`src/rtl/core/lsu_pkg.sv`:
```
// Shared types and constants for the link setup (SET/UA) initiator.
// No dependencies; compiled first.
`default_nettype none

package lsu_pkg;

    // Input item kinds
    typedef enum logic [1:0] {
        ACT_START = 2'd0,
        ACT_BYTE  = 2'd1,
        ACT_TICK  = 2'd2,
        ACT_NONE  = 2'd3
    } action_t;

    // Link phase, also reported as link_status
    typedef enum logic [1:0] {
        PH_IDLE = 2'd0,
        PH_WAIT = 2'd1,
        PH_CONN = 2'd2,
        PH_FAIL = 2'd3
    } phase_t;

    // Reply frame matcher
    typedef enum logic [2:0] {
        M_START = 3'd0,
        M_FLAG  = 3'd1,
        M_ADDR  = 3'd2,
        M_CTRL  = 3'd3,
        M_BCC   = 3'd4,
        M_DONE  = 3'd5
    } match_t;

    // Configuration register index (byte address / 4)
    typedef enum logic [2:0] {
        REG_TIMEOUT_TICKS   = 3'd0,
        REG_MAX_TIMEOUTS    = 3'd1,
        REG_FLAG_BYTE       = 3'd2,
        REG_COMMAND_ADDRESS = 3'd3,
        REG_REPLY_ADDRESS   = 3'd4,
        REG_CONTROL_CODE    = 3'd5
    } reg_idx_t;

    localparam int unsigned PADDR_W = 5;

    // Frame beats: flag, address, control, check, flag
    localparam logic [2:0] BEAT_FIRST = 3'd0;
    localparam logic [2:0] BEAT_ADDR  = 3'd1;
    localparam logic [2:0] BEAT_CTRL  = 3'd2;
    localparam logic [2:0] BEAT_BCC   = 3'd3;
    localparam logic [2:0] BEAT_LAST  = 3'd4;

    // Register reset values
    localparam logic [31:0] RST_TIMEOUT_TICKS   = 32'd3;
    localparam logic [3:0]  RST_MAX_TIMEOUTS    = 4'd3;
    localparam logic [7:0]  RST_FLAG_BYTE       = 8'h7e;
    localparam logic [7:0]  RST_COMMAND_ADDRESS = 8'h03;
    localparam logic [7:0]  RST_REPLY_ADDRESS   = 8'h01;
    localparam logic [7:0]  RST_CONTROL_CODE    = 8'h03;

endpackage

`default_nettype wire

```
`src/rtl/core/lsu_in_if.sv`:
```
// Input channel of the link setup initiator: action and received byte.
// Standalone interface, valid/ready handshake.
`default_nettype none

interface lsu_in_if;
    logic       valid;
    logic       ready;
    logic [1:0] action;
    logic [7:0] rx_byte;

    modport source (output valid, output action, output rx_byte, input ready);
    modport sink   (input valid, input action, input rx_byte, output ready);
endinterface

`default_nettype wire

```
`src/rtl/core/lsu_out_if.sv`:
```
// Result channel of the link setup initiator: frame byte and link status.
// Standalone interface, valid/ready handshake.
`default_nettype none

interface lsu_out_if;
    logic       valid;
    logic       ready;
    logic [7:0] tx_byte;
    logic       tx_valid;
    logic       frame_last;
    logic [1:0] link_status;

    modport source (output valid, output tx_byte, output tx_valid, output frame_last,
                    output link_status, input ready);
    modport sink   (input valid, input tx_byte, input tx_valid, input frame_last,
                    input link_status, output ready);
endinterface

`default_nettype wire

```
`src/rtl/core/link_setup_set_ua_retry.sv`:
```
// Link setup initiator: sends the SET frame, matches the UA reply, retries on timeout.
// An accepted transfer waits in the input register until the result stage is free;
// its first result is then registered and offered. Throughput, while ready is high:
// one item per cycle for status results; a start or resend holds the result stage for
// its whole frame, one frame byte per cycle, and no new item is processed meanwhile.
// Reset (rst_n, async, active low): idle phase, empty stages, registers at defaults.
`default_nettype none

module link_setup_set_ua_retry (
    input  wire logic                       clk,
    input  wire logic                       rst_n,
    input  wire logic                       psel,
    input  wire logic                       penable,
    input  wire logic                       pwrite,
    input  wire logic [lsu_pkg::PADDR_W-1:0] paddr,
    input  wire logic [31:0]                pwdata,
    output logic      [31:0]                prdata,
    output logic                            pready,
    lsu_in_if.sink                          item_in,
    lsu_out_if.source                       result_out
);
    import lsu_pkg::*;

    // Configuration registers
    logic [31:0] timeout_ticks_reg;
    logic [3:0]  max_timeouts_reg;
    logic [7:0]  flag_byte_reg;
    logic [7:0]  command_address_reg;
    logic [7:0]  reply_address_reg;
    logic [7:0]  control_code_reg;

    // Input register
    logic        in_valid_reg;
    action_t     in_action_reg;
    logic [7:0]  in_byte_reg;

    // Link state
    match_t      match_reg, match_next, match_adv;
    logic [31:0] tick_reg, tick_next, tick_inc;
    logic [3:0]  tocnt_reg, tocnt_next, tocnt_inc;
    phase_t      phase_reg, phase_next;
    logic        emit_frame;

    // Result register
    logic        out_valid_reg;
    logic        out_frame_reg;
    logic [2:0]  beat_reg;
    phase_t      status_reg;

    logic        cfg_write;
    reg_idx_t    cfg_idx;
    logic        out_last;
    logic        out_take;
    logic        out_free;
    logic        load;
    logic [7:0]  reply_bcc;

    // APB register file
    assign pready    = 1'b1;
    assign cfg_idx   = reg_idx_t'(paddr[PADDR_W-1:2]);
    assign cfg_write = psel & penable & pwrite & pready;

    always_ff @(posedge clk or negedge rst_n)
    begin
        if (!rst_n)
        begin
            timeout_ticks_reg   <= RST_TIMEOUT_TICKS;
            max_timeouts_reg    <= RST_MAX_TIMEOUTS;
            flag_byte_reg       <= RST_FLAG_BYTE;
            command_address_reg <= RST_COMMAND_ADDRESS;
            reply_address_reg   <= RST_REPLY_ADDRESS;
            control_code_reg    <= RST_CONTROL_CODE;
        end
        else if (cfg_write)
        begin
            unique case (cfg_idx)
                REG_TIMEOUT_TICKS:   timeout_ticks_reg   <= pwdata;
                REG_MAX_TIMEOUTS:    max_timeouts_reg    <= pwdata[3:0];
                REG_FLAG_BYTE:       flag_byte_reg       <= pwdata[7:0];
                REG_COMMAND_ADDRESS: command_address_reg <= pwdata[7:0];
                REG_REPLY_ADDRESS:   reply_address_reg   <= pwdata[7:0];
                REG_CONTROL_CODE:    control_code_reg    <= pwdata[7:0];
                default:             ;
            endcase
        end
    end

    // Read back
    always_comb
    begin
        unique case (cfg_idx)
            REG_TIMEOUT_TICKS:   prdata = timeout_ticks_reg;
            REG_MAX_TIMEOUTS:    prdata = {28'd0, max_timeouts_reg};
            REG_FLAG_BYTE:       prdata = {24'd0, flag_byte_reg};
            REG_COMMAND_ADDRESS: prdata = {24'd0, command_address_reg};
            REG_REPLY_ADDRESS:   prdata = {24'd0, reply_address_reg};
            REG_CONTROL_CODE:    prdata = {24'd0, control_code_reg};
            default:             prdata = 32'd0;
        endcase
    end

    // Handshake between the input register and the result register
    assign out_last = !out_frame_reg || (beat_reg == BEAT_LAST);
    assign out_take = out_valid_reg && result_out.ready;
    assign out_free = !out_valid_reg || (result_out.ready && out_last);
    assign load     = in_valid_reg && out_free;
    assign item_in.ready = !in_valid_reg || load;

    // Capture the incoming transfer
    always_ff @(posedge clk or negedge rst_n)
    begin
        if (!rst_n)
        begin
            in_valid_reg <= 1'b0;
        end
        else if (item_in.ready)
        begin
            in_valid_reg <= item_in.valid;
        end
    end

    always_ff @(posedge clk)
    begin
        if (item_in.valid && item_in.ready)
        begin
            in_action_reg <= action_t'(item_in.action);
            in_byte_reg   <= item_in.rx_byte;
        end
    end

    // Reply matcher step; a wrong byte falls back to flag-seen or start
    assign reply_bcc = reply_address_reg ^ control_code_reg;

    always_comb
    begin
        match_adv = (in_byte_reg == flag_byte_reg) ? M_FLAG : M_START;
        unique case (match_reg)
            M_START: ;
            M_FLAG:  if (in_byte_reg == reply_address_reg) match_adv = M_ADDR;
            M_ADDR:  if (in_byte_reg == control_code_reg)  match_adv = M_CTRL;
            M_CTRL:  if (in_byte_reg == reply_bcc)         match_adv = M_BCC;
            M_BCC:   match_adv = (in_byte_reg == flag_byte_reg) ? M_DONE : M_START;
            default: match_adv = match_reg;
        endcase
    end

    // Next link state for the item in the input register
    assign tick_inc  = tick_reg + 32'd1;
    assign tocnt_inc = tocnt_reg + 4'd1;

    always_comb
    begin
        match_next = match_reg;
        tick_next  = tick_reg;
        tocnt_next = tocnt_reg;
        phase_next = phase_reg;
        emit_frame = 1'b0;
        case (in_action_reg)
            ACT_START:
            begin
                match_next = M_START;
                tick_next  = 32'd0;
                tocnt_next = 4'd0;
                phase_next = PH_WAIT;
                emit_frame = 1'b1;
            end
            ACT_BYTE:
            begin
                if (phase_reg == PH_WAIT)
                begin
                    match_next = match_adv;
                    if (match_adv == M_DONE)
                    begin
                        phase_next = PH_CONN;
                    end
                end
            end
            ACT_TICK:
            begin
                if (phase_reg == PH_WAIT)
                begin
                    tick_next = tick_inc;
                    if (tick_inc >= timeout_ticks_reg)
                    begin
                        tick_next  = 32'd0;
                        tocnt_next = tocnt_inc;
                        if (tocnt_inc >= max_timeouts_reg)
                        begin
                            phase_next = PH_FAIL;
                        end
                        else
                        begin
                            emit_frame = 1'b1;
                        end
                    end
                end
            end
            default: ;
        endcase
    end

    // Commit state and load the result register
    always_ff @(posedge clk or negedge rst_n)
    begin
        if (!rst_n)
        begin
            match_reg     <= M_START;
            tick_reg      <= 32'd0;
            tocnt_reg     <= 4'd0;
            phase_reg     <= PH_IDLE;
            out_valid_reg <= 1'b0;
            out_frame_reg <= 1'b0;
            beat_reg      <= BEAT_FIRST;
            status_reg    <= PH_IDLE;
        end
        else if (load)
        begin
            match_reg     <= match_next;
            tick_reg      <= tick_next;
            tocnt_reg     <= tocnt_next;
            phase_reg     <= phase_next;
            out_valid_reg <= 1'b1;
            out_frame_reg <= emit_frame;
            beat_reg      <= BEAT_FIRST;
            status_reg    <= phase_next;
        end
        else if (out_take)
        begin
            // advance through the frame, drop the stage after the last beat
            if (out_last)
            begin
                out_valid_reg <= 1'b0;
                out_frame_reg <= 1'b0;
                beat_reg      <= BEAT_FIRST;
            end
            else
            begin
                beat_reg <= beat_reg + 3'd1;
            end
        end
    end

    // Result payload
    always_comb
    begin
        result_out.tx_byte = 8'd0;
        if (out_frame_reg)
        begin
            unique case (beat_reg)
                BEAT_ADDR: result_out.tx_byte = command_address_reg;
                BEAT_CTRL: result_out.tx_byte = control_code_reg;
                BEAT_BCC:  result_out.tx_byte = command_address_reg ^ control_code_reg;
                default:   result_out.tx_byte = flag_byte_reg;
            endcase
        end
    end

    assign result_out.valid       = out_valid_reg;
    assign result_out.tx_valid    = out_frame_reg;
    assign result_out.frame_last  = out_last;
    assign result_out.link_status = status_reg;

`ifndef SYNTHESIS
    // A beat past the first only exists inside a frame being sent
    a_beat_in_frame: assert property (@(posedge clk) disable iff (!rst_n)
        (beat_reg != BEAT_FIRST) |-> (out_valid_reg && out_frame_reg))
        else $error("frame beat counter running outside a frame");

    // A processed start leaves the link waiting with a fresh frame at its first beat
    a_start_frame: assert property (@(posedge clk) disable iff (!rst_n)
        (load && in_action_reg == ACT_START) |=>
            (phase_reg == PH_WAIT && match_reg == M_START && out_frame_reg
             && beat_reg == BEAT_FIRST && status_reg == PH_WAIT))
        else $error("start did not restart the link");

    // The last result taken with nothing behind it empties the result stage
    a_drain: assert property (@(posedge clk) disable iff (!rst_n)
        (out_take && out_last && !in_valid_reg) |=> !out_valid_reg)
        else $error("result stage kept a delivered result");

    // No new item enters the result stage in the middle of a frame
    a_no_overlap: assert property (@(posedge clk) disable iff (!rst_n)
        (out_valid_reg && out_frame_reg && beat_reg != BEAT_LAST) |-> !load)
        else $error("item processed while a frame is still being sent");
`endif

endmodule

`default_nettype wire

```
`src/flat_wrapper.sv`:
```
// flat-port wrapper written by rule: the top's interface ports become plain ports
module link_setup_set_ua_retry_flat import lsu_pkg::*;
  (clk, rst_n, psel, penable, pwrite, paddr, pwdata, prdata, pready, item_in_valid, item_in_action, item_in_rx_byte, item_in_ready, result_out_valid, result_out_tx_byte, result_out_tx_valid, result_out_frame_last, result_out_link_status, result_out_ready);
  lsu_in_if item_in_i ();
  lsu_out_if result_out_i ();
  input  wire logic clk;
  input  wire logic rst_n;
  input  wire logic psel;
  input  wire logic penable;
  input  wire logic pwrite;
  input  wire logic [lsu_pkg::PADDR_W-1:0] paddr;
  input  wire logic [31:0] pwdata;
  output logic      [31:0] prdata;
  output logic pready;
  input wire logic [$bits(item_in_i.valid)-1:0] item_in_valid;
  input wire logic [$bits(item_in_i.action)-1:0] item_in_action;
  input wire logic [$bits(item_in_i.rx_byte)-1:0] item_in_rx_byte;
  output wire logic [$bits(item_in_i.ready)-1:0] item_in_ready;
  output wire logic [$bits(result_out_i.valid)-1:0] result_out_valid;
  output wire logic [$bits(result_out_i.tx_byte)-1:0] result_out_tx_byte;
  output wire logic [$bits(result_out_i.tx_valid)-1:0] result_out_tx_valid;
  output wire logic [$bits(result_out_i.frame_last)-1:0] result_out_frame_last;
  output wire logic [$bits(result_out_i.link_status)-1:0] result_out_link_status;
  input wire logic [$bits(result_out_i.ready)-1:0] result_out_ready;
  assign item_in_i.valid = item_in_valid;
  assign item_in_i.action = item_in_action;
  assign item_in_i.rx_byte = item_in_rx_byte;
  assign item_in_ready = item_in_i.ready;
  assign result_out_valid = result_out_i.valid;
  assign result_out_tx_byte = result_out_i.tx_byte;
  assign result_out_tx_valid = result_out_i.tx_valid;
  assign result_out_frame_last = result_out_i.frame_last;
  assign result_out_link_status = result_out_i.link_status;
  assign result_out_i.ready = result_out_ready;
  link_setup_set_ua_retry u_core (.clk(clk), .rst_n(rst_n), .psel(psel), .penable(penable), .pwrite(pwrite), .paddr(paddr), .pwdata(pwdata), .prdata(prdata), .pready(pready), .item_in(item_in_i), .result_out(result_out_i));
endmodule
```
`config.mk`:
```
export PLATFORM = sky130hd
export DESIGN_NAME = link_setup_set_ua_retry_flat
export DESIGN_NICKNAME = d
export VERILOG_FILES = /design/src/rtl/core/lsu_pkg.sv /design/src/rtl/core/lsu_in_if.sv /design/src/rtl/core/lsu_out_if.sv /design/src/rtl/core/link_setup_set_ua_retry.sv /design/src/flat_wrapper.sv
export SDC_FILE = /design/constraint.sdc
export NUM_CORES = 1
export LEC_CHECK = 0
export BUFFER_PORTS_ARGS = -buffer_cell sky130_fd_sc_hd__buf_2
export CAP_MARGIN = 40
export CORE_ASPECT_RATIO = 1.5
export CORE_UTILIZATION = 40
export CTS_CLUSTER_DIAMETER = 100
export DETAILED_ROUTE_END_ITERATION = 7
export PLACE_DENSITY = 0.61
export SLEW_MARGIN = 30
export SYNTH_ARGS = -nofsm -noshare
export SYNTH_HDL_FRONTEND = slang
export SYNTH_SLANG_ARGS = --single-unit
```
`constraint.sdc`:
```
create_clock -name clk -period 4.3 [get_ports clk]
set_input_delay 0.43 -clock clk [delete_from_list [all_inputs] [get_ports clk]]
set_output_delay 0.43 -clock clk [all_outputs]
set_load 0.005 [all_outputs]
```
* Word-level counts from Yosys, hierarchy flattened *
Cells that the tools add are included.

word-level totals
  input port bits = 54
  output and inout port bits = 47
  word-level logic and storage cells = 114
  bits in registers = 125

operators by class
  reduce and logical (&&, ||, !) cells = 29
  magnitude comparators = 2
  muxes and demuxes = 34
  bitwise logic cells = 4
  $add $sub $neg = 3
  equality and inequality tests = 26

operators by type and width
  cell                   number
  $pmux 32 s6            1
  $mux 32                2
  $pmux 32 s2            1
  $add 32x1->32 const B  1
  $eq 8x8->1             4
  $ge 32x32->1           1
  $mux 3                 8
  $pmux 8 s3             1
  $eq 3x2->1 const B     6
  $xor 8x8->8            2
  $eq 3x3->1 const B     5
  $pmux 3 s5             1
  $reduce_and 2->1       7
  $mux 2                 5
  $ne 2x1->1 const B     5
  $eq 3x1->1 const B     3
  $mux 1                 8
  $mux 4                 2
  $mux 8                 1
  $pmux 4 s2             1
  $reduce_bool 2->1      4
  $reduce_and 7->1       1
  $logic_not 3->1        2
  $pmux 2 s3             1
  other kinds (15)       25

* Logic depth before layout (Yosys ltp) *
Gate-level depths: netlist (run 1).

  depth in word-level cells = 8
  gate-level depth with buffers = 16
  depth with buffers taken out = 14

* Worst setup path after synthesis (run 1) *
No wires, ideal clock.

  kind = flip-flop to flip-flop
  start point = register u_core.tick_reg[6]
  end point = register u_core.tick_reg[15]
  clock period less this slack = 3866 ps
  setup time = 76 ps
  slack = 434 ps
  arrival = 3790 ps
  stages on the path, launching flop included = 16
  buffers on the path = 2
  data required time = 4224 ps
  cell sequence = dfrtp_1 nand4_2 or3_4 nor2_2 nand3_1 and2_1 or2_2 ha_1 a21o_1 a221o_1 a221o_1 o31ai_4 buf_4 buf_2 nand3_1 o21ai_1

on the way
  longest elaborated chain between the ends = 5

RTL lines
  what                    line                            RTL
  start, declared         link_setup_set_ua_retry.sv:39   logic [31:0] tick_reg, tick_next, tick_inc;
  start signal, assigned  link_setup_set_ua_retry.sv:219  tick_reg <= tick_next;
  $add 32x1->32 *         link_setup_set_ua_retry.sv:148  assign tick_inc = tick_reg + 32'd1;
  $ge 32x32->1            link_setup_set_ua_retry.sv:183  if (tick_inc >= timeout_ticks_reg)
  $mux 32 *               link_setup_set_ua_retry.sv:183
  $mux 32 *               link_setup_set_ua_retry.sv:180  if (phase_reg == PH_WAIT)
  $pmux 32 s2 *           link_setup_set_ua_retry.sv:158  case (in_action_reg)

Mark *: on every way between the ends. The rest lies on a longest branch, timed or not. The select of a mux whose other input is x is not followed.
A chain may end at the register's enable or synchronous reset.

* Worst setup path in the final report (run 1) *
  start point = register u_core.tick_reg[12]
  end point = register u_core.phase_reg[1]

on the way
  longest elaborated chain between the ends = 4

RTL lines
  what                               line                            RTL
  $add 32x1->32                      link_setup_set_ua_retry.sv:148
  $ge 32x32->1                       link_setup_set_ua_retry.sv:183
  $ne 2x1->1 (no source line)        --
  $reduce_and 7->1 (no source line)  --
  end signal, assigned               link_setup_set_ua_retry.sv:221  phase_reg <= phase_next;
  end, declared                      link_setup_set_ua_retry.sv:41   phase_t phase_reg, phase_next;

Every way passes these cells.

==> run_results.csv, run 1 <==
group,metric,value,unit
outcome,status,"completed",
flow_run,cap_violations,0,
drt,drc,0,
drt,drt_iter0_markers,458,
setup_path,cp_cell_sequence,"nand3_1 > or3_4 > nor2_2 > nand3_1 > and2_1 > or2_2 > ha_1 > a21o_1 > a221o_1 > a221o_1 > o21ai_1 > a31o_2 > mux2_2",
floorplan,fp.dieW,117,um
grt,antenna_found_initial,0,
drt,wirelength,19.9,mm
yosys,synthFlopType,"dfrtp_1",
power,max-vdd-ir-drop,0.314,mV
clock_network,post_cts_resize_count,0,
finish,area_delta_synth_final,18.1,%
drt,wl_per_cell,16.3,um
setup_path,r2r-start,"u_core.tick_reg[12]",
sta,finalSetupViolCount,0,
power,power_frac_seq,39.1,%
power,switching_share,33.8,%
power,combinationalPowerShare,30.3,%
sta,worstMarginPinSlew,817,ps
yosys,synth-seq-cells,125,
setup_path,reg2reg_slack,190,ps
sta,rsz0062_at_grt,"no",
clock_network,clockBufferDepth,2,
yosys,yosysSeqAreaShare,40.1,%
sta,clock_skew,9.28,ps
yosys,synth_area_leaders,"dfrtp_1 (31%), ha_1 (7.5%), mux2_2 (6.9%)",
yosys,yosys_warnings,0,
power,switchingPower,0.00148,W
placement,dpl_cell_area,8840,um2
yosys,ys_types,66,
sta,min_period_over_period,95.5,%
placement,gp_congestion,0.951,
placement,dp_cells,1186,
yosys,yosys.area.top_type_share,31.4,%
yosys,synth_largest_area_cell,"dfrtp_1",
clock_network,cts_tree,"built",
hold_path,hold_path.class,"in -> async",
grt,overflow,0,
sta,finalHoldViolations,0,
floorplan,dieArea,20500,um2
yosys,synthTopCellsByCount,"nand2_1 (107), dfrtp_1 (100), o21ai_0 (66)",
grt,grt_pass1_vias,6387,
clock_network,clk_pin_slew,60,ps
finish,antennaDiodeCount,0,
clock_network,cts-htree-levels,4,
setup_path,reg2reg_depth,13,
power,p_int,0.00290,W
floorplan,rows,62,
clock_network,clkSinkCount,125,
placement,portBuffers,97,
power,cellPowerDensity,466,nW/um2
setup_path,startpoint_type,"flip-flop",
floorplan,dieHeight,175,um
setup_path,crit_required,4600,ps
setup_path,cp_max_fo,5,
setup_path,arrival,4410,ps
finish,final_area,9410,um2
finish,fin_util,48.7,%
sta,fin_ws,193,ps
grt,gr-usage-all-layers,20.5,%
sta,drv_slew,0,
grt,grt_first_pass_wirelength,32.0,mm
yosys,syn-cell-area,7970,um2
finish,final_nets,1051,
yosys,synthCells,839,
setup_path,cp.buffers_inverters,0,
grt,grt_max_degree,54,
setup_path,path_class,"reg -> reg",
clock_network,postCtsHoldBufs,0,
setup_path,slowest_stage,"dfrtp_1",
sta,timing.fmax,244,MHz
setup_path,crit_path_end_kind,"flip-flop",
floorplan,io_pins,101,
setup_path,max_stage_delay,440,ps
floorplan,initial_core_util,41.2,%
setup_path,r2r_end,"u_core.phase_reg[1]",
clock_network,numCtsBuffers,17,
clock_network,clkLatencyLatePin,430,ps
yosys,synth_area_per_cell,9.49,um2
placement,place_ws,156,ps
yosys,synth_nets,941,
drt,first_pass_iters,7,
drt,vias_per_cell,5.31,
floorplan,core_area,19300,um2
clock_network,clock-root-buffer,"clkbuf_16",
yosys,synth_most_common_cell,"nand2_1",
sta,finalSetupTns,0,ps
drt,ant_nets,0,
clock_network,cts_setup_buffers,0,
finish,layout-drive-gt1-share,25.6,%
placement,hpwl,14.8,mm
yosys,synth_edf_count,10,
drt,num_vias,6471,
yosys,ys_async_sr_fraction,92.0,%
power,p_leak,4.51,nW
sta,relSlewSlack,45.4,%
sta,min_period,4110,ps
setup_path,critPathTopFamily,"compound AO/OA/AOI/OAI gates",
finish,final_cells,1218,
power,pwr-share-clk,30.6,%
-- per-stage QoR --
step | hold WS, ps | power, W
after floorplan | 134 | 0.00258
after global placement | 479 | 0.00303
after detailed placement | 498 | 0.00307
after CTS | 73.2 | 0.00443
after global routing | 95.7 | 0.00469
final | 54.2 | 0.00439
-- layout by cell type, fill, tap and decap left out, drive strengths merged, types with 5 or more instances in the layout --
master	Yosys	routed
o22ai	9	9
nor3	10	10
a21oi	21	21
a21o	10	10
xor2	6	6
or3	5	5
nand4	13	13
and3	8	8
nor2b	18	18
o21ai	85	85
and2	35	35
buf	8	119
dfrtp	100	100
a22o	9	9
nor2	33	33
clkinv	0	5
mux2i	10	10
nand2	107	107
mux2	49	49
nand2b	11	11
a222oi	8	8
inv	56	56
a22oi	9	9
dfstp	15	15
o21a	7	7
xnor3	6	6
xnor2	34	34
edfxtp	10	10
ha	48	48
nor4	6	6
nand3	17	17
clkbuf	20	26
or2	21	21
-- how the worst max path moves through the flow --
stage | startpoint | to | slack [ps] | cells past startpoint
after floorplan | u_core.tick_reg[6] | u_core.tick_reg[15] | 430 | 15
after global placement | u_core.tick_reg[12] | u_core.phase_reg[1] | 220 | 13
after detailed placement | u_core.tick_reg[12] | u_core.phase_reg[1] | 160 | 13
after CTS | u_core.tick_reg[12] | u_core.phase_reg[1] | 140 | 13
after global routing | u_core.tick_reg[12] | u_core.phase_reg[1] | 30 | 13
final | u_core.tick_reg[12] | u_core.phase_reg[1] | 190 | 13
-- power by group through the flow --
stage | clock [W] | sequential [W] | combinational, W
detailed placement | 0 | 0.00173 | 0.00133
floorplan | 0 | 0.00164 | 0.000936
CTS | 0.00137 | 0.00172 | 0.00134
global placement | 0 | 0.00172 | 0.00131
finish | 0.00134 | 0.00172 | 0.00133
global route | 0.00143 | 0.00175 | 0.00151
-- cell families (layout without fill, tap and decap cells) --
kind of cell / Yosys count / in the layout / share of synthesized area, %
simple gates: 293 / 293 / 18.9
compound gates: 182 / 182 / 14.7
flops: 125 / 125 / 40.1
buf+inv: 84 / 207 / 4.13
mux: 60 / 60 / 8.47
fa+ha+maj: 48 / 48 / 7.54
xor+xnor: 46 / 46 / 6.09
other cells: 1 / 1 / 0.0471
-- final cells by class --
cell class              count  area (um2)
well taps                 256         320
inverters                  56         210
multi-input cells         630        4460
flip-flops and latches    125        3200
repair buffers            119         666
clock buffers              26         520
clock inverters             6        32.5
fillers                  1855        9910
-- per-layer routing --
layer,GRT usage [%],vias to the layer above,part of all wire [%]
li1,-,3166,-
met5,0,-,0
met2,35.9,174,52
met3,4.34,45,4.4
met1,23.6,3086,41
met4,8.97,0,3.0
Note: power is estimated with default switching activity, not from simulation.
==> inputs of run 2 (changes only) <==
--- a/config.mk
+++ b/config.mk
@@ -12,6 +12,7 @@
 export CTS_CLUSTER_DIAMETER = 100
 export DETAILED_ROUTE_END_ITERATION = 7
 export PLACE_DENSITY = 0.61
+export RECOVER_POWER = 50
 export SLEW_MARGIN = 30
 export SYNTH_ARGS = -nofsm -noshare
 export SYNTH_HDL_FRONTEND = slang
==> run 2 against run 1 <==
Effect of this change:
- the run now ends with capacitance limit, slew limit left
- wire length about the same
- combinational power about the same
- flip-flop and latch count unchanged
- core utilization decreased by 0.18 points
- sequential power about the same
- final cell count unchanged
- clock power is essentially flat
- die area did not move
- maximum frequency shrank 0.16%
- first-iteration DRC count decreased by 13%
- clock-buffer cell count is the same
- global-route usage did not move
- critical path type unchanged
- critical endpoint unchanged
- largest cell class unchanged
==> run_results.csv, run 2 (synthesized netlist as in run 1, its figures left out) <==
group,metric,value,unit
outcome,status,"finished with violations",
outcome,violations,"capacitance limit, slew limit",
power,max-vdd-ir-drop,0.313,mV
drt,num_vias,6482,
clock_network,clockBufferDepth,2,
placement,gp_congestion,0.951,
sta,min_period_over_period,95.7,%
clock_network,clkLatencyLatePin,430,ps
grt,grt_first_pass_wirelength,32.0,mm
power,cellPowerDensity,468,nW/um2
sta,holdWs,175,ps
finish,final_nets,1051,
setup_path,critPathTopFamily,"compound AO/OA/AOI/OAI gates",
setup_path,cp.buffers_inverters,0,
grt,gr-usage-all-layers,20.5,%
grt,overflow,0,
finish,area_delta_synth_final,17.7,%
drt,wirelength,19.9,mm
sta,relSlewSlack,-92.3,%
sta,worstMarginPinSlew,2880,ps
floorplan,dieHeight,175,um
sta,finalHoldViolations,0,
sta,timing.fmax,243,MHz
hold_path,hold_path.class,"in -> reg",
clock_network,cts-htree-levels,4,
clock_network,clk_pin_slew,60,ps
drt,ant_nets,0,
placement,hpwl,14.8,mm
finish,antennaDiodeCount,0,
clock_network,cts_setup_buffers,0,
placement,dp_cells,1186,
floorplan,rows,62,
power,power,0.00438,W
clock_network,cts_tree,"built",
finish,layout-drive-gt1-share,24.8,%
finish,layout_common_cells,"nand2_1 (107), dfrtp_1 (100), buf_2 (93)",
sta,finalSetupViolCount,0,
sta,drv_slew,54,
setup_path,crit_path_end_kind,"flip-flop",
hold_path,holdPathStages,1,
placement,portBuffers,97,
finish,final_area,9370,um2
grt,grt_pass1_vias,6387,
sta,min_period,4110,ps
power,p_leak,4.48,nW
setup_path,cp_cell_sequence,"nand3_1 > or3_4 > nor2_2 > nand3_1 > and2_1 > or2_2 > ha_1 > a21o_1 > a221o_1 > a221o_1 > o21ai_1 > a31o_2 > mux2_2",
setup_path,max_stage_delay,440,ps
sta,finalSetupTns,0,ps
sta,rsz0062_at_grt,"no",
clock_network,clkSinkCount,125,
setup_path,startpoint_type,"flip-flop",
setup_path,cp_max_fo,5,
setup_path,cp.depth,13,
finish,final_common_cell,"nand2_1",
flow_run,cap_violations,1,
clock_network,clock-root-buffer,"clkbuf_16",
finish,final_cells,1218,
floorplan,dieArea,20500,um2
setup_path,crit_required,4600,ps
drt,wl_per_cell,16.3,um
drt,first_pass_iters,5,
drt,drc,0,
drt,vias_per_cell,5.32,
grt,antenna_found_initial,0,
sta,clock_skew,10.4,ps
floorplan,core_area,19300,um2
clock_network,numCtsBuffers,17,
floorplan,initial_core_util,41.2,%
floorplan,fp.dieW,117,um
setup_path,arrival,4410,ps
placement,dpl_cell_area,8840,um2
setup_path,slowest_stage,"dfrtp_1",
setup_path,path_class,"reg -> reg",
drt,drt_iter0_markers,398,
grt,grt_max_degree,54,
setup_path,reg2reg_depth,13,
floorplan,io_pins,101,
[run 2: cell count changes in the layout (fill, tap and decap cells not counted), sizes merged]
| cell | delta |
|---|---|
| buf | -8 |
| clkbuf | +8 |
[run 2: stage by stage]
| step | utilization, % | worst slack [ps] |
|---|---|---|
| finish | 48.5 | 187 |
| detailed placement | 45.8 | 156 |
| floorplan | - | 434 |
| CTS | 48.6 | 141 |
| global route | 48.5 | 25.6 |
| global placement | 45.7 | 216 |
[run 2: metal layers]
layer / vias up / track usage [%] / wire length (um)
li1: 3166 / - / -
met1: 3097 / 23.6 / 8130
met2: 175 / 35.9 / 10300
met3: 44 / 4.34 / 861
met4: 0 / 8.97 / 572
met5: - / 0 / 0
[run 2: area by class of cell]
| cell class | instances | area (um2) |
|---|---|---|
| fillers | 1865 | 9940 |
| multi-input cells | 630 | 4450 |
| flip-flops and latches | 125 | 3200 |
| repair buffers | 119 | 646 |
| clock buffers | 26 | 520 |
| well taps | 256 | 320 |
| inverters | 56 | 210 |
| clock inverters | 6 | 32.5 |
[run 2: worst paths after layout]
check,start,end,slack (ps)
hold reg to reg,u_core.tick_reg[31],u_core.tick_reg[31],500
hold / removal,item_in_rx_byte[3],u_core.in_byte_reg[3],180
max in group asynchronous,rst_n,u_core.phase_reg[1],1170
setup reg to reg,u_core.tick_reg[12],u_core.phase_reg[1],190
min in group asynchronous,rst_n,u_core.command_address_reg[4],950
setup / recovery,u_core.tick_reg[12],u_core.phase_reg[1],190
[run 2: timing repair]
| item | 4_1_cts | 5_1_grt |
|---|---|---|
| hold buffers | 0 | 0 |
| gates resized for setup | 0 | 1 |
| endpoints found under the setup margin | 0 | 2 |
[run 2: power breakdown]
part           total [W]  leakage (nW)  switching, W  internal, W
Sequential       0.00172          1.51      0.000264      0.00145
Clock            0.00134         0.275      0.000516     0.000827
Combinational    0.00132          2.70      0.000701     0.000622
Total            0.00438          4.48       0.00148      0.00290
==> inputs of run 3 (changes only) <==
--- a/config.mk
+++ b/config.mk
@@ -5,6 +5,7 @@
 export SDC_FILE = /design/constraint.sdc
 export NUM_CORES = 1
 export LEC_CHECK = 0
+export ABC_AREA = 1
 export BUFFER_PORTS_ARGS = -buffer_cell sky130_fd_sc_hd__buf_2
 export CAP_MARGIN = 40
 export CORE_ASPECT_RATIO = 1.5
@@ -17,3 +18,4 @@
 export SYNTH_ARGS = -nofsm -noshare
 export SYNTH_HDL_FRONTEND = slang
 export SYNTH_SLANG_ARGS = --single-unit
+export TNS_END_PERCENT = 1
==> run 3 against run 2 <==
Effect of this change:
- cell area shrank 1.0%
- final cell count increased by 18%
- critical path type unchanged
- maximum frequency is 6.9% higher
- register-to-register slack gained 260 ps
- the run still ends with capacitance limit, slew limit left
- largest cell class unchanged
- flip-flop and latch count unchanged
- critical endpoint is now u_core.tick_reg[27]
- global-route usage is 1.8 points higher
- clock skew is 2.5 ps higher
- clock-buffer cell count stayed put
- highest routed layer unchanged
==> run_results.csv, run 3 <==
group,metric,value,unit
setup_path,arrival,4180,ps
clock_network,clkSinkCount,125,
sta,drv_slew,97,
grt,grt_first_pass_wirelength,34.3,mm
floorplan,rows,62,
drt,vias_per_cell,5.03,
yosys,synth_area_leaders,"dfrtp_1 (32%), nand2_1 (14%), o21ai_0 (8.1%)",
finish,layout-drive-gt1-share,14.5,%
finish,final_nets,1265,
finish,multi_input_area,4030,um2
drt,drc,0,
clock_network,cts_tree,"built",
yosys,synth_area_per_cell,7.46,um2
drt,wl_per_cell,15.1,um
floorplan,fp.dieW,117,um
drt,ant_nets,0,
yosys,ys_async_sr_fraction,92.0,%
sta,finalHoldViolations,0,
drt,first_pass_iters,5,
finish,area_delta_synth_final,17.0,%
drt,wirelength,21.6,mm
clock_network,clk_pin_slew,60,ps
grt,grt_max_degree,65,
setup_path,cp.buffers_inverters,2,
flow_run,cap_violations,2,
grt,overflow,0,
grt,grt_pass1_vias,6821,
setup_path,slowest_stage,"dfrtp_1",
outcome,status,"finished with violations",
setup_path,crit_required,4630,ps
power,p_leak,4.67,nW
clock_network,cts-htree-levels,4,
drt,num_vias,7207,
yosys,synth_most_common_cell,"nand2_1",
setup_path,cp_common_cell,"nor2_4",
placement,portBuffers,97,
grt,antenna_found_initial,0,
yosys,synth_edf_count,10,
placement,dp_cells,1398,
sta,finalSetupViolCount,0,
setup_path,startpoint_type,"flip-flop",
floorplan,core_area,19300,um2
finish,n_fill_cell,1940,
finish,fin_util,48.0,%
power,cellPowerDensity,499,nW/um2
clock_network,clkLatencyLatePin,420,ps
floorplan,io_pins,101,
finish,register_area,3200,um2
floorplan,initial_core_util,41.0,%
grt,gr-usage-all-layers,22.4,%
sta,relSlewSlack,-49.7,%
yosys,yosys_warnings,0,
yosys,yosysSeqAreaShare,40.3,%
power,max-vdd-ir-drop,0.318,mV
sta,clock_skew,13.0,ps
hold_path,hold_path.class,"in -> reg",
outcome,violations,"capacitance limit, slew limit",
yosys,synth_nets,1164,
yosys,syn-cell-area,7930,um2
placement,hpwl,16.3,mm
sta,rsz0062_at_grt,"no",
clock_network,clock-root-buffer,"clkbuf_16",
sta,worstMarginPinSlew,2240,ps
yosys,synth-seq-cells,125,
yosys,ys_types,50,
setup_path,max_stage_delay,420,ps
setup_path,critPathTopFamily,"simple AND/OR/NAND/NOR gates",
power,power,0.00463,W
sta,finalSetupTns,0,ps
yosys,synth_largest_area_cell,"dfrtp_1",
yosys,yosys.area.top_type_share,31.6,%
yosys,synthCells,1062,
finish,final_cells,1432,
placement,gp_congestion,0.919,
yosys,synthTopCellsByCount,"nand2_1 (299), inv_1 (153), o21ai_0 (128)",
setup_path,cp_max_fo,22,
setup_path,crit_path_end_kind,"flip-flop",
clock_network,clockBufferDepth,2,
finish,final_common_cell,"nand2_1",
clock_network,cts_setup_buffers,0,
setup_path,cp_cell_sequence,"ha_1 > nand3_2 > nor2_4 > nand2_4 > nor2_4 > nand3_4 > nor2_4 > nand2_4 > nor2_8 > nand2_2 > xor2_1 > ha_1 > nand2_1 > o21ai_0 > a21oi_1 > o21a_1 > nand4_1 > inv_1 > buf_4 > nand3_1 > o21ai_0",
setup_path,path_class,"reg -> reg",
sta,timing.fmax,260,MHz
drt,drt_iter0_markers,440,
sta,min_period_over_period,89.5,%
finish,antennaDiodeCount,0,
floorplan,dieHeight,174,um
floorplan,dieArea,20400,um2
finish,layout_common_cells,"nand2_1 (299), inv_1 (153), o21ai_0 (128)",
sta,min_period,3850,ps
clock_network,numCtsBuffers,17,
yosys,synthFlopType,"dfrtp_1",
-- run 3: cell count changes in the layout (fill, tap and decap cells not counted), sizes merged, moves of 12 or more --
cell	before	now
and2	35	1
buf	111	99
inv	56	156
mux2	49	0
nand2	107	303
nand3	17	59
nor2	33	73
nor2b	18	0
o21ai	85	136
or2	21	2
xnor2	34	5
xor2	6	25
-- run 3: cells by family after synthesis --
kind of cell | count (synthesis) | share of synthesized area, %
AND/OR/NAND/NOR | 476 | 26.2
AO/OA/AOI/OAI | 199 | 13.5
buffers and inverters | 183 | 8.95
flip-flops | 125 | 40.3
adder cells (fa/ha/maj) | 48 | 7.58
XOR/XNOR | 30 | 3.41
other | 1 | 0.0473
-- run 3: worst paths after layout --
kind	start	endpoint	slack, ps	cells past startpoint
setup reg to reg	u_core.tick_reg[0]	u_core.tick_reg[27]	450	21
min in group asynchronous	rst_n	u_core.beat_reg[2]	1110	2
max in group asynchronous	rst_n	u_core.timeout_ticks_reg[8]	1160	4
hold / removal	item_in_rx_byte[2]	u_core.in_byte_reg[2]	180	1
setup / recovery	u_core.tick_reg[0]	u_core.tick_reg[27]	450	21
hold reg to reg	u_core.in_valid_reg	u_core.result_out.valid	490	1
-- run 3: power breakdown --
group	switching [W]	internal [W]
clock network	0.000524	0.000873
registers	0.000239	0.00151
logic	0.000968	0.000513
total	0.00173	0.00290
-- run 3: repair_timing --
item                      4_1_cts  5_1_grt
gates resized for setup         0        0
hold endpoints to repair       20        0
hold buffers                    1        0
-- run 3: layout make-up --
class	instances	area share, %
clock inverter	6	0.661
clock buffer	26	5.50
timing repair buffer	108	6.12
inverter	157	6.35
multi-input combinational	754	43.4
tap	256	3.45
sequential	125	34.5
-- run 3: stage by stage --
stage               instance area, um2  setup WS (ps)  hold WS [ps]
CTS                               9290            399           160
finish                            9280            451           181
global route                      9280            103           166
global placement                  8670            492           476
floorplan                         7930           1150           134
detailed placement                8700            411           416
-- run 3: routing by layer --
metal	vias up	GRT usage (%)	routed length, um
li1	3635	-	-
met1	3334	24.8	8670
met2	198	40.5	11400
met3	40	3.77	796
met4	0	10.5	745
met5	-	0	0
